<file path="config.mk">
export PLATFORM = sky130hd
export DESIGN_NAME = per_channel_flood_limiter_unit
export DESIGN_NICKNAME = d
export VERILOG_FILES = /design/src/rtl/pcfl_pkg.sv /design/src/rtl/pcfl_cell.sv /design/src/rtl/pcfl_head.sv /design/src/rtl/per_channel_flood_limiter_unit.sv
export SDC_FILE = /design/constraint.sdc
export NUM_CORES = 1
export LEC_CHECK = 0
export BUFFER_PORTS_ARGS = -buffer_cell sky130_fd_sc_hd__buf_2
export CELL_PAD_IN_SITES_DETAIL_PLACEMENT = 1
export CELL_PAD_IN_SITES_GLOBAL_PLACEMENT = 1
export CORE_UTILIZATION = 32
export DETAILED_ROUTE_END_ITERATION = 8
export PLACE_DENSITY_LB_ADDON = 0.12
export SETUP_SLACK_MARGIN = 0.1
export SYNTH_ARGS = -nofsm -noshare
export SYNTH_HDL_FRONTEND = slang
export SYNTH_SLANG_ARGS = --single-unit
</file>
<file path="constraint.sdc">
create_clock -name i_clk -period 41.8 [get_ports i_clk]
set_clock_uncertainty 0.2 [all_clocks]
set_input_delay 4.18 -clock i_clk [delete_from_list [all_inputs] [get_ports i_clk]]
set_output_delay 4.18 -clock i_clk [all_outputs]
set_load 0.1 [all_outputs]
</file>
<file path="src/rtl/pcfl_pkg.sv">
// ----------------------------------------------------------------------------
// pcfl_pkg: shared types and codes for the per-channel flood limiter
// Item structs, table entry layout, action and kind codes, register indexes.
// ----------------------------------------------------------------------------
`default_nettype none

package pcfl_pkg;

    // input item kinds
    localparam logic [1:0] KIND_MSG    = 2'd0;
    localparam logic [1:0] KIND_DISC   = 2'd1;
    localparam logic [1:0] KIND_STATUS = 2'd2;

    // result actions
    localparam logic [1:0] ACT_REATTACH = 2'd0;
    localparam logic [1:0] ACT_NONE     = 2'd1;
    localparam logic [1:0] ACT_DETACH   = 2'd2;

    // configuration register indexes
    localparam logic [1:0] REG_WINDOW = 2'd0;
    localparam logic [1:0] REG_LIMIT  = 2'd1;
    localparam logic [1:0] REG_SILENT = 2'd2;

    localparam logic [15:0] WINDOW_RST = 16'd2;
    localparam logic [15:0] LIMIT_RST  = 16'd5;
    localparam logic [15:0] COUNT_MAX  = 16'hFFFF;

    typedef struct packed {
        logic [1:0]  kind;
        logic [4:0]  channel;
        logic        chan_detached;
        logic [31:0] now_secs;
    } t_in_item;

    typedef struct packed {
        logic [1:0] action;
        logic [4:0] result_channel;
        logic       notify;
        logic       last;
    } t_out_item;

    // one table entry, as held in a cell of the ring
    typedef struct packed {
        logic        valid;
        logic [31:0] start;
        logic [15:0] count;
        logic        mark;
    } t_entry;

    // per-step verdict from the head
    typedef struct packed {
        logic reattach;
        logic detach;
    } t_head_res;

    typedef enum logic [1:0] {
        ST_IDLE,
        ST_SCAN,
        ST_FINAL
    } t_state;

endpackage

`default_nettype wire

</file>
<file path="src/rtl/pcfl_cell.sv">
// ----------------------------------------------------------------------------
// pcfl_cell: one table entry in the rotating ring
// Loads its neighbor's entry on every shift; valid bit clears on reset.
// ----------------------------------------------------------------------------
`default_nettype none

module pcfl_cell
    import pcfl_pkg::*;
(
    input  wire    i_clk,
    input  wire    i_rst_n,
    input  wire    i_shift,
    input  t_entry i_d,
    output t_entry o_q
);

    logic        r_valid;
    logic [31:0] r_start;
    logic [15:0] r_count;
    logic        r_mark;

    always_ff @(posedge i_clk) begin
        if (!i_rst_n) begin
            r_valid <= 1'b0;
        end else if (i_shift) begin
            r_valid <= i_d.valid;
        end
    end

    // payload needs no reset: only read behind a set valid bit
    always_ff @(posedge i_clk) begin
        if (i_shift) begin
            r_start <= i_d.start;
            r_count <= i_d.count;
            r_mark  <= i_d.mark;
        end
    end

    assign o_q = '{valid: r_valid, start: r_start, count: r_count, mark: r_mark};

endmodule

`default_nettype wire

</file>
<file path="src/rtl/pcfl_head.sv">
// ----------------------------------------------------------------------------
// pcfl_head: entry update at the head of the ring
// Expiry check, reattach decision and own-channel count/detach update.
// ----------------------------------------------------------------------------
`default_nettype none

module pcfl_head
    import pcfl_pkg::*;
(
    input  t_in_item    i_item,
    input  wire         i_own,
    input  wire  [15:0] i_window,
    input  wire  [15:0] i_limit,
    input  t_entry      i_entry,
    output t_entry      o_entry,
    output t_head_res   o_res
);

    t_entry      w_e;
    t_head_res   w_res;
    logic [32:0] w_end;
    logic [15:0] w_inc;
    logic        w_expired;

    // window end formed one bit wider so it cannot wrap
    assign w_end     = {1'b0, i_entry.start} + 33'(i_window);
    assign w_expired = i_entry.valid && (w_end < {1'b0, i_item.now_secs});

    always_comb begin
        w_e   = i_entry;
        w_res = '0;
        w_inc = 16'd0;
        unique case (i_item.kind)
            KIND_DISC: begin
                w_e.valid = 1'b0;
            end
            KIND_STATUS: begin
                if (i_own) begin
                    w_e.mark = i_item.chan_detached;
                end
            end
            KIND_MSG: begin
                if (i_own) begin
                    w_e.mark = i_item.chan_detached;
                end
                if (w_expired) begin
                    if ((w_e.count >= i_limit) && w_e.mark) begin
                        w_res.reattach = 1'b1;
                        w_e.mark       = 1'b0;
                    end
                    w_e.valid = 1'b0;
                end
                if (i_own) begin
                    if (!w_e.valid) begin
                        if (!i_item.chan_detached) begin
                            w_e.valid = 1'b1;
                            w_e.start = i_item.now_secs;
                            w_e.count = 16'd1;
                        end
                    end else if (w_e.count >= i_limit) begin
                        // already over: restart window, keep counting
                        w_e.start = i_item.now_secs;
                        if (w_e.count != COUNT_MAX) begin
                            w_e.count = w_e.count + 16'd1;
                        end
                    end else begin
                        w_inc     = (w_e.count != COUNT_MAX) ? w_e.count + 16'd1 : w_e.count;
                        w_e.count = w_inc;
                        if (w_inc >= i_limit) begin
                            w_e.start    = i_item.now_secs;
                            w_e.mark     = 1'b1;
                            w_res.detach = 1'b1;
                        end
                    end
                end
            end
            default: begin
            end
        endcase
    end

    assign o_entry = w_e;
    assign o_res   = w_res;

endmodule

`default_nettype wire

</file>
<file path="src/rtl/per_channel_flood_limiter_unit.sv">
// An accepted item steps the ring through every entry, then loads its final result.
// A new item is taken only in idle, once the last final result has loaded; the ring of entry
//   cells rotates once per item, one entry through the head each cycle unless a reattach waits.
// A reattach or final result that finds the output register full holds until it drains.
// Reset (synchronous, active low) clears all entry valid bits and restores the
//   registers to window 2, limit 5, not silent.
// ----------------------------------------------------------------------------
// per_channel_flood_limiter_unit: fixed-window flood limiter, one entry per channel
// Table entries sit in a ring of cells. Each item rotates the ring once; for a
// message the entry at the head is checked for expiry (reattach) and, for its
// own channel, counted (detach). Reattach results stream out in channel order,
// then one final result closes the item.
// ----------------------------------------------------------------------------
`default_nettype none

module per_channel_flood_limiter_unit
    import pcfl_pkg::*;
#(
    parameter int CHANNELS = 32
) (
    input  wire         i_clk,
    input  wire         i_rst_n,
    // item input
    input  wire         i_in_valid,
    output logic        o_in_ready,
    input  t_in_item    i_in_data,
    // result output
    output logic        o_out_valid,
    input  wire         i_out_ready,
    output t_out_item   o_out_data,
    // register writes
    input  wire         i_cfg_valid,
    output logic        o_cfg_ready,
    input  wire  [1:0]  i_cfg_index,
    input  wire  [15:0] i_cfg_data
);

    localparam int IDX_W = (CHANNELS > 1) ? $clog2(CHANNELS) : 1;
    localparam int CMP_W = (IDX_W > 5) ? IDX_W : 5;
    localparam logic [IDX_W-1:0] IDX_LAST = IDX_W'(CHANNELS - 1);

    // ---------------- configuration registers ----------------
    logic [15:0] r_window;
    logic [15:0] r_limit;
    logic        r_silent;

    assign o_cfg_ready = 1'b1;

    always_ff @(posedge i_clk) begin
        if (!i_rst_n) begin
            r_window <= WINDOW_RST;
            r_limit  <= LIMIT_RST;
            r_silent <= 1'b0;
        end else if (i_cfg_valid) begin
            unique case (i_cfg_index)
                REG_WINDOW: r_window <= i_cfg_data;
                REG_LIMIT:  r_limit  <= i_cfg_data;
                REG_SILENT: r_silent <= i_cfg_data[0];
                default: begin
                end
            endcase
        end
    end

    // ---------------- control ----------------
    t_state           r_state, n_state;
    t_in_item         r_item;
    logic [IDX_W-1:0] r_idx;
    logic             r_detach;

    logic      w_can_load;   // output register free or draining this cycle
    logic      w_step;       // ring advances by one entry
    logic      w_own;        // head entry belongs to the item's channel
    logic      w_in_xfer;
    t_head_res w_res;

    assign w_can_load = !o_out_valid || i_out_ready;
    assign w_in_xfer  = i_in_valid && o_in_ready;
    assign w_own      = (CMP_W'(r_idx) == CMP_W'(r_item.channel));

    always_comb begin
        n_state = r_state;
        unique case (r_state)
            ST_IDLE:  if (i_in_valid) n_state = ST_SCAN;
            ST_SCAN:  if (w_step && (r_idx == IDX_LAST)) n_state = ST_FINAL;
            ST_FINAL: if (w_can_load) n_state = ST_IDLE;
            default:  n_state = ST_IDLE;
        endcase
    end

    always_comb begin
        o_in_ready = (r_state == ST_IDLE);
        // a reattach needs the output register; a quiet step never waits
        w_step     = (r_state == ST_SCAN) && (w_can_load || !w_res.reattach);
    end

    always_ff @(posedge i_clk) begin
        if (!i_rst_n) begin
            r_state <= ST_IDLE;
        end else begin
            r_state <= n_state;
        end
    end

    always_ff @(posedge i_clk) begin
        if (w_in_xfer) begin
            r_item   <= i_in_data;
            r_idx    <= '0;
            r_detach <= 1'b0;
        end else if (w_step) begin
            r_idx <= (r_idx == IDX_LAST) ? '0 : r_idx + 1'b1;
            if (w_res.detach) begin
                r_detach <= 1'b1;
            end
        end
    end

    // ---------------- ring of entry cells ----------------
    t_entry w_q    [CHANNELS];
    t_entry w_head;

    pcfl_head u_head (
        .i_item   (r_item),
        .i_own    (w_own),
        .i_window (r_window),
        .i_limit  (r_limit),
        .i_entry  (w_q[0]),
        .o_entry  (w_head),
        .o_res    (w_res)
    );

    // cell 0 is the head; processed entry re-enters at the tail
    for (genvar k = 0; k < CHANNELS; k++) begin : g_ring
        t_entry w_d;
        if (k == CHANNELS - 1) begin : g_tail
            assign w_d = w_head;
        end else begin : g_mid
            assign w_d = w_q[k+1];
        end
        pcfl_cell u_cell (
            .i_clk   (i_clk),
            .i_rst_n (i_rst_n),
            .i_shift (w_step),
            .i_d     (w_d),
            .o_q     (w_q[k])
        );
    end

    // ---------------- output register ----------------
    logic      r_out_valid;
    t_out_item r_out_data;
    logic      w_load_re;
    logic      w_load_fin;

    assign w_load_re  = w_step && w_res.reattach;
    assign w_load_fin = (r_state == ST_FINAL) && w_can_load;

    always_ff @(posedge i_clk) begin
        if (!i_rst_n) begin
            r_out_valid <= 1'b0;
        end else if (w_load_re || w_load_fin) begin
            r_out_valid <= 1'b1;
        end else if (i_out_ready) begin
            r_out_valid <= 1'b0;
        end
    end

    always_ff @(posedge i_clk) begin
        if (w_load_re) begin
            r_out_data.action         <= ACT_REATTACH;
            r_out_data.result_channel <= 5'(r_idx);
            r_out_data.notify         <= !r_silent;
            r_out_data.last           <= 1'b0;
        end else if (w_load_fin) begin
            r_out_data.action         <= r_detach ? ACT_DETACH : ACT_NONE;
            r_out_data.result_channel <= r_item.channel;
            r_out_data.notify         <= r_detach && !r_silent;
            r_out_data.last           <= 1'b1;
        end
    end

    assign o_out_valid = r_out_valid;
    assign o_out_data  = r_out_data;

`ifndef SYNTHESIS
    // a new item always starts the rotation at entry 0
    a_scan_start : assert property (@(posedge i_clk) disable iff (!i_rst_n)
        w_in_xfer |=> (r_state == ST_SCAN) && (r_idx == '0))
        else $error("scan did not start at entry 0");

    // the last entry step ends the rotation
    a_scan_end : assert property (@(posedge i_clk) disable iff (!i_rst_n)
        ((r_state == ST_SCAN) && w_step && (r_idx == IDX_LAST)) |=> (r_state == ST_FINAL))
        else $error("rotation did not close after last entry");

    // only reattach results come before the final one
    a_mid_reattach : assert property (@(posedge i_clk) disable iff (!i_rst_n)
        (o_out_valid && !o_out_data.last) |-> (o_out_data.action == ACT_REATTACH))
        else $error("non-final result is not a reattach");

    // no ring movement outside a scan
    a_step_scan : assert property (@(posedge i_clk) disable iff (!i_rst_n)
        w_step |-> (r_state == ST_SCAN) && !w_in_xfer)
        else $error("ring shifted outside scan");
`endif

endmodule

`default_nettype wire

</file>
==> results.json <==
{
  "status": "complete, no violations",
  "powerDensity_mw_per_mm2": 56.57,
  "post_cts_buffers": 0,
  "pre_cts_ws_ns": 30.96,
  "setup_slack_ns": 31.17,
  "ys_warn_count": 0,
  "postRouteAntennaNets": 0,
  "worstPathArrival_ns": 10.83,
  "drtIter0Drc": 1564,
  "io_pins": 75,
  "cts_tree": "yes",
  "synthArstFlopShare_pct": 0,
  "die_x_microns": 417.8,
  "vias": 22310,
  "syn_area_per_cell_sq_um": 22.13,
  "io_buffer_count": 73,
  "grt_usage_pct": 11.00,
  "first_global_vias": 23510,
  "die_area_sq_mm": 0.1745,
  "start_kind": "register",
  "utilization_pct": 37.50,
  "critPathBufInv": 6,
  "area_growth_pct": 16.41,
  "core_area_sq_mm": 0.1717,
  "rsz0062_at_grt": "false",
  "post-route-period-util_pct": 25.42,
  "nNetsFinal": 2884,
  "synth-edff-count": 1614,
  "htree_levels": 4,
  "grt_max_degree": 228,
  "clock_latency_ns": 0.80,
  "syn_area_sq_mm": 0.05532,
  "timing.rr.start": "g_ring[0].u_cell.r_start[0]",
  "layout-drive-gt1-share_pct": 13.60,
  "die_h_microns": 417.8,
  "fmax_ghz": 0.09411,
  "clk_pin_slew_ns": 0.06,
  "routedWlPerCell_microns": 18.08,
  "worstPathCellList": "ha_1 -> inv_1 -> fa_1 -> nor2b_1 -> o31a_1 -> o31ai_2 -> o211ai_1 -> a21oi_1 -> nor2_1 -> nand3_1 -> xnor2_1 -> ha_1 -> nand4_1 -> nor4_1 -> nand4_1 -> a211oi_2 -> nor4_4 -> a21o_2 -> inv_8 -> buf_12 -> buf_4 -> buf_4 -> buf_4",
  "critPathLaunch": "g_ring[0].u_cell.r_start[0]",
  "clock_sinks": 1691,
  "ir_drop_mv": 0.03797,
  "crit_type": "register to register",
  "overflow": 0,
  "max_slew_margin_pct": 5.096,
  "dominantRegCellSynth": "edfxtp_1",
  "synth_seq_cells": 1691,
  "synth_nets": 2646,
  "worstMarginPinSlew_ns": 1.424,
  "hold_viol": 0,
  "max_cap_viol_count": 0,
  "numCtsBuffers": 180,
  "synthCells": 2500,
  "dp_hpwl_microns": 52860,
  "ys_seq_area_share_pct": 90.40,
  "ys_types": 72,
  "required_ns": 42.01,
  "drcViolationCount": 0,
  "clock_tree.root_cell": "clkbuf_16",
  "slowest_stage": "buf_4",
  "drt_first_pass_iters": 5,
  "r2r.worst_path.cells": 23,
  "cts_resized": 0,
  "critical_path.max_stage_delay_ns": 0.94,
  "crit_path_end_kind": "register",
  "hold_path_depth": 0,
  "p_leak_uw": 0.02140,
  "setup_viol": 0,
  "rows": 152,
  "min_from": "g_ring[22].u_cell.r_start[22]",
  "crit_family": "buffers and inverters",
  "via_per_inst": 4.293,
  "start_util_pct": 32.21,
  "finalMaxSlewViolations": 0,
  "grt_pass1_wl_microns": 145900,
  "gp_congestion": 0.7782,
  "routed_wl_microns": 93940,
  "postCtsHoldBufs": 0,
  "hold_class": "register to register",
  "cp.depth": 23,
  "worst-path-max-fanout": 212,
  "antenna_found_initial": 8,
  "cts_max_path_buffers": 3,
  "critPathMostFrequentCell": "buf_4",
  "timing.setup.tns_ns": 0,
  "post-route-min-period_ns": 10.63
}
-- metrics by stage --
stage	hold slack, ns	cell area, sq um	power [uW]	cells
after CTS	0.1943	64390	3719	5193
after detailed placement	0.2051	58600	2131	4866
after floorplan	0.2003	55320	2217	2500
after global placement	0.2002	58600	2124	4866
final	0.1966	64400	3643	5196
after global routing	0.2067	64390	3792	5193
-- cell families after synthesis --
family	Yosys count	synth area share, %
flops	1691	90.40
simple gates	333	2.816
compound gates	213	2.601
buf+inv	106	0.7961
fa+ha+maj	83	1.891
xor+xnor	39	0.6175
mux	34	0.8753
other cells	1	0.006779
-- Yosys cell counts (3+ instances only) --
| master | number | area, sq um |
|---|---|---|
| o21ai_0 | 64 | 320.3 |
| nand3_1 | 54 | 270.3 |
| nor2b_1 | 7 | 43.79 |
| a21o_1 | 18 | 135.1 |
| dfxtp_1 | 77 | 1541 |
| nand4_1 | 21 | 131.4 |
| mux2_2 | 3 | 33.78 |
| mux2i_1 | 3 | 30.03 |
| buf_6 | 4 | 45.04 |
| xnor2_1 | 21 | 183.9 |
| a21oi_1 | 37 | 185.2 |
| clkbuf_1 | 22 | 82.58 |
| o31a_1 | 3 | 26.28 |
| ha_1 | 82 | 1026 |
| xor2_1 | 18 | 157.7 |
| nand2b_1 | 5 | 31.28 |
| or2_2 | 5 | 31.28 |
| a31oi_1 | 5 | 31.28 |
| nor4_1 | 4 | 25.02 |
| mux2_4 | 28 | 420.4 |
| a22o_1 | 12 | 105.1 |
| a21boi_0 | 32 | 240.2 |
| a211oi_1 | 4 | 30.03 |
| nand2_1 | 146 | 548.0 |
| nor3b_1 | 3 | 22.52 |
| edfxtp_1 | 1614 | 48470 |
| buf_2 | 7 | 35.03 |
| and3_1 | 3 | 18.77 |
| nor3_1 | 16 | 80.08 |
| nor2_1 | 49 | 183.9 |
| or3_1 | 4 | 25.02 |
| o211ai_1 | 7 | 52.55 |
| and4_1 | 3 | 26.28 |
| inv_1 | 71 | 266.5 |
-- placed cells by master, fill, tap and decap left out, drive strengths merged, types with 7 or more instances in the layout --
| master | count |
|---|---|
| a21boi | 32 |
| a21o | 18 |
| a21oi | 38 |
| a22o | 12 |
| buf | 91 |
| bufinv | 14 |
| clkbuf | 240 |
| clkinv | 65 |
| dfxtp | 77 |
| edfxtp | 1614 |
| ha | 82 |
| inv | 78 |
| mux2 | 31 |
| nand2 | 146 |
| nand3 | 55 |
| nand4 | 21 |
| nor2 | 49 |
| nor2b | 7 |
| nor3 | 16 |
| o211ai | 7 |
| o21ai | 65 |
| xnor2 | 21 |
| xor2 | 18 |
-- final cells by class --
type	count	area, sq um
Fill cell	16370	107300
Antenna cell	3	7.507
Timing Repair Buffer	91	538.0
Clock inverter	87	942.2
Multi-Input combinational cell	703	4886
Inverter	71	274.0
Clock buffer	240	4851
Sequential cell	1691	50010
Tap cell	2310	2890
-- power by group --
| group | internal, uW | leakage (uW) | total [uW] | switching [uW] |
|---|---|---|---|---|
| logic | 21.2 | 0.00258 | 92.4 | 71.2 |
| registers | 1970 | 0.0160 | 2000 | 31.0 |
| clock network | 905 | 0.00283 | 1550 | 645 |
| total | 2900 | 0.0214 | 3640 | 747 |
-- layer usage --
metal | wire length (microns) | up-vias | GRT usage (%)
met4 | 3354 | 0 | 4.936
li1 | - | 10270 | -
met1 | 43110 | 11500 | 14.98
met3 | 3277 | 210 | 2.441
met2 | 44200 | 325 | 16.84
met5 | 0 | - | 0
-- sequential cells by signal (all words and copies together), names as in the netlist --
signal / count
g_ring.u_cell.r_start: 1024
g_ring.u_cell.r_count: 512
r_item: 40
g_ring.u_cell.r_mark: 32
g_ring.u_cell.r_valid: 32
r_limit: 16
r_window: 16
o_out_data: 9
r_idx: 5
r_state: 2
o_out_valid: 1
r_detach: 1
r_silent: 1
-- path summary, 6_finish.rpt --
path / end / slack, ns
worst min register to register: g_ring[21].u_cell.r_start[22] / 0.20
worst max register to register: g_ring[20].u_cell.r_start[2] / 31.17
worst min-delay path: g_ring[21].u_cell.r_start[22] / 0.20
worst max-delay path: g_ring[20].u_cell.r_start[2] / 31.17
Power figures use the tool's default switching activity.
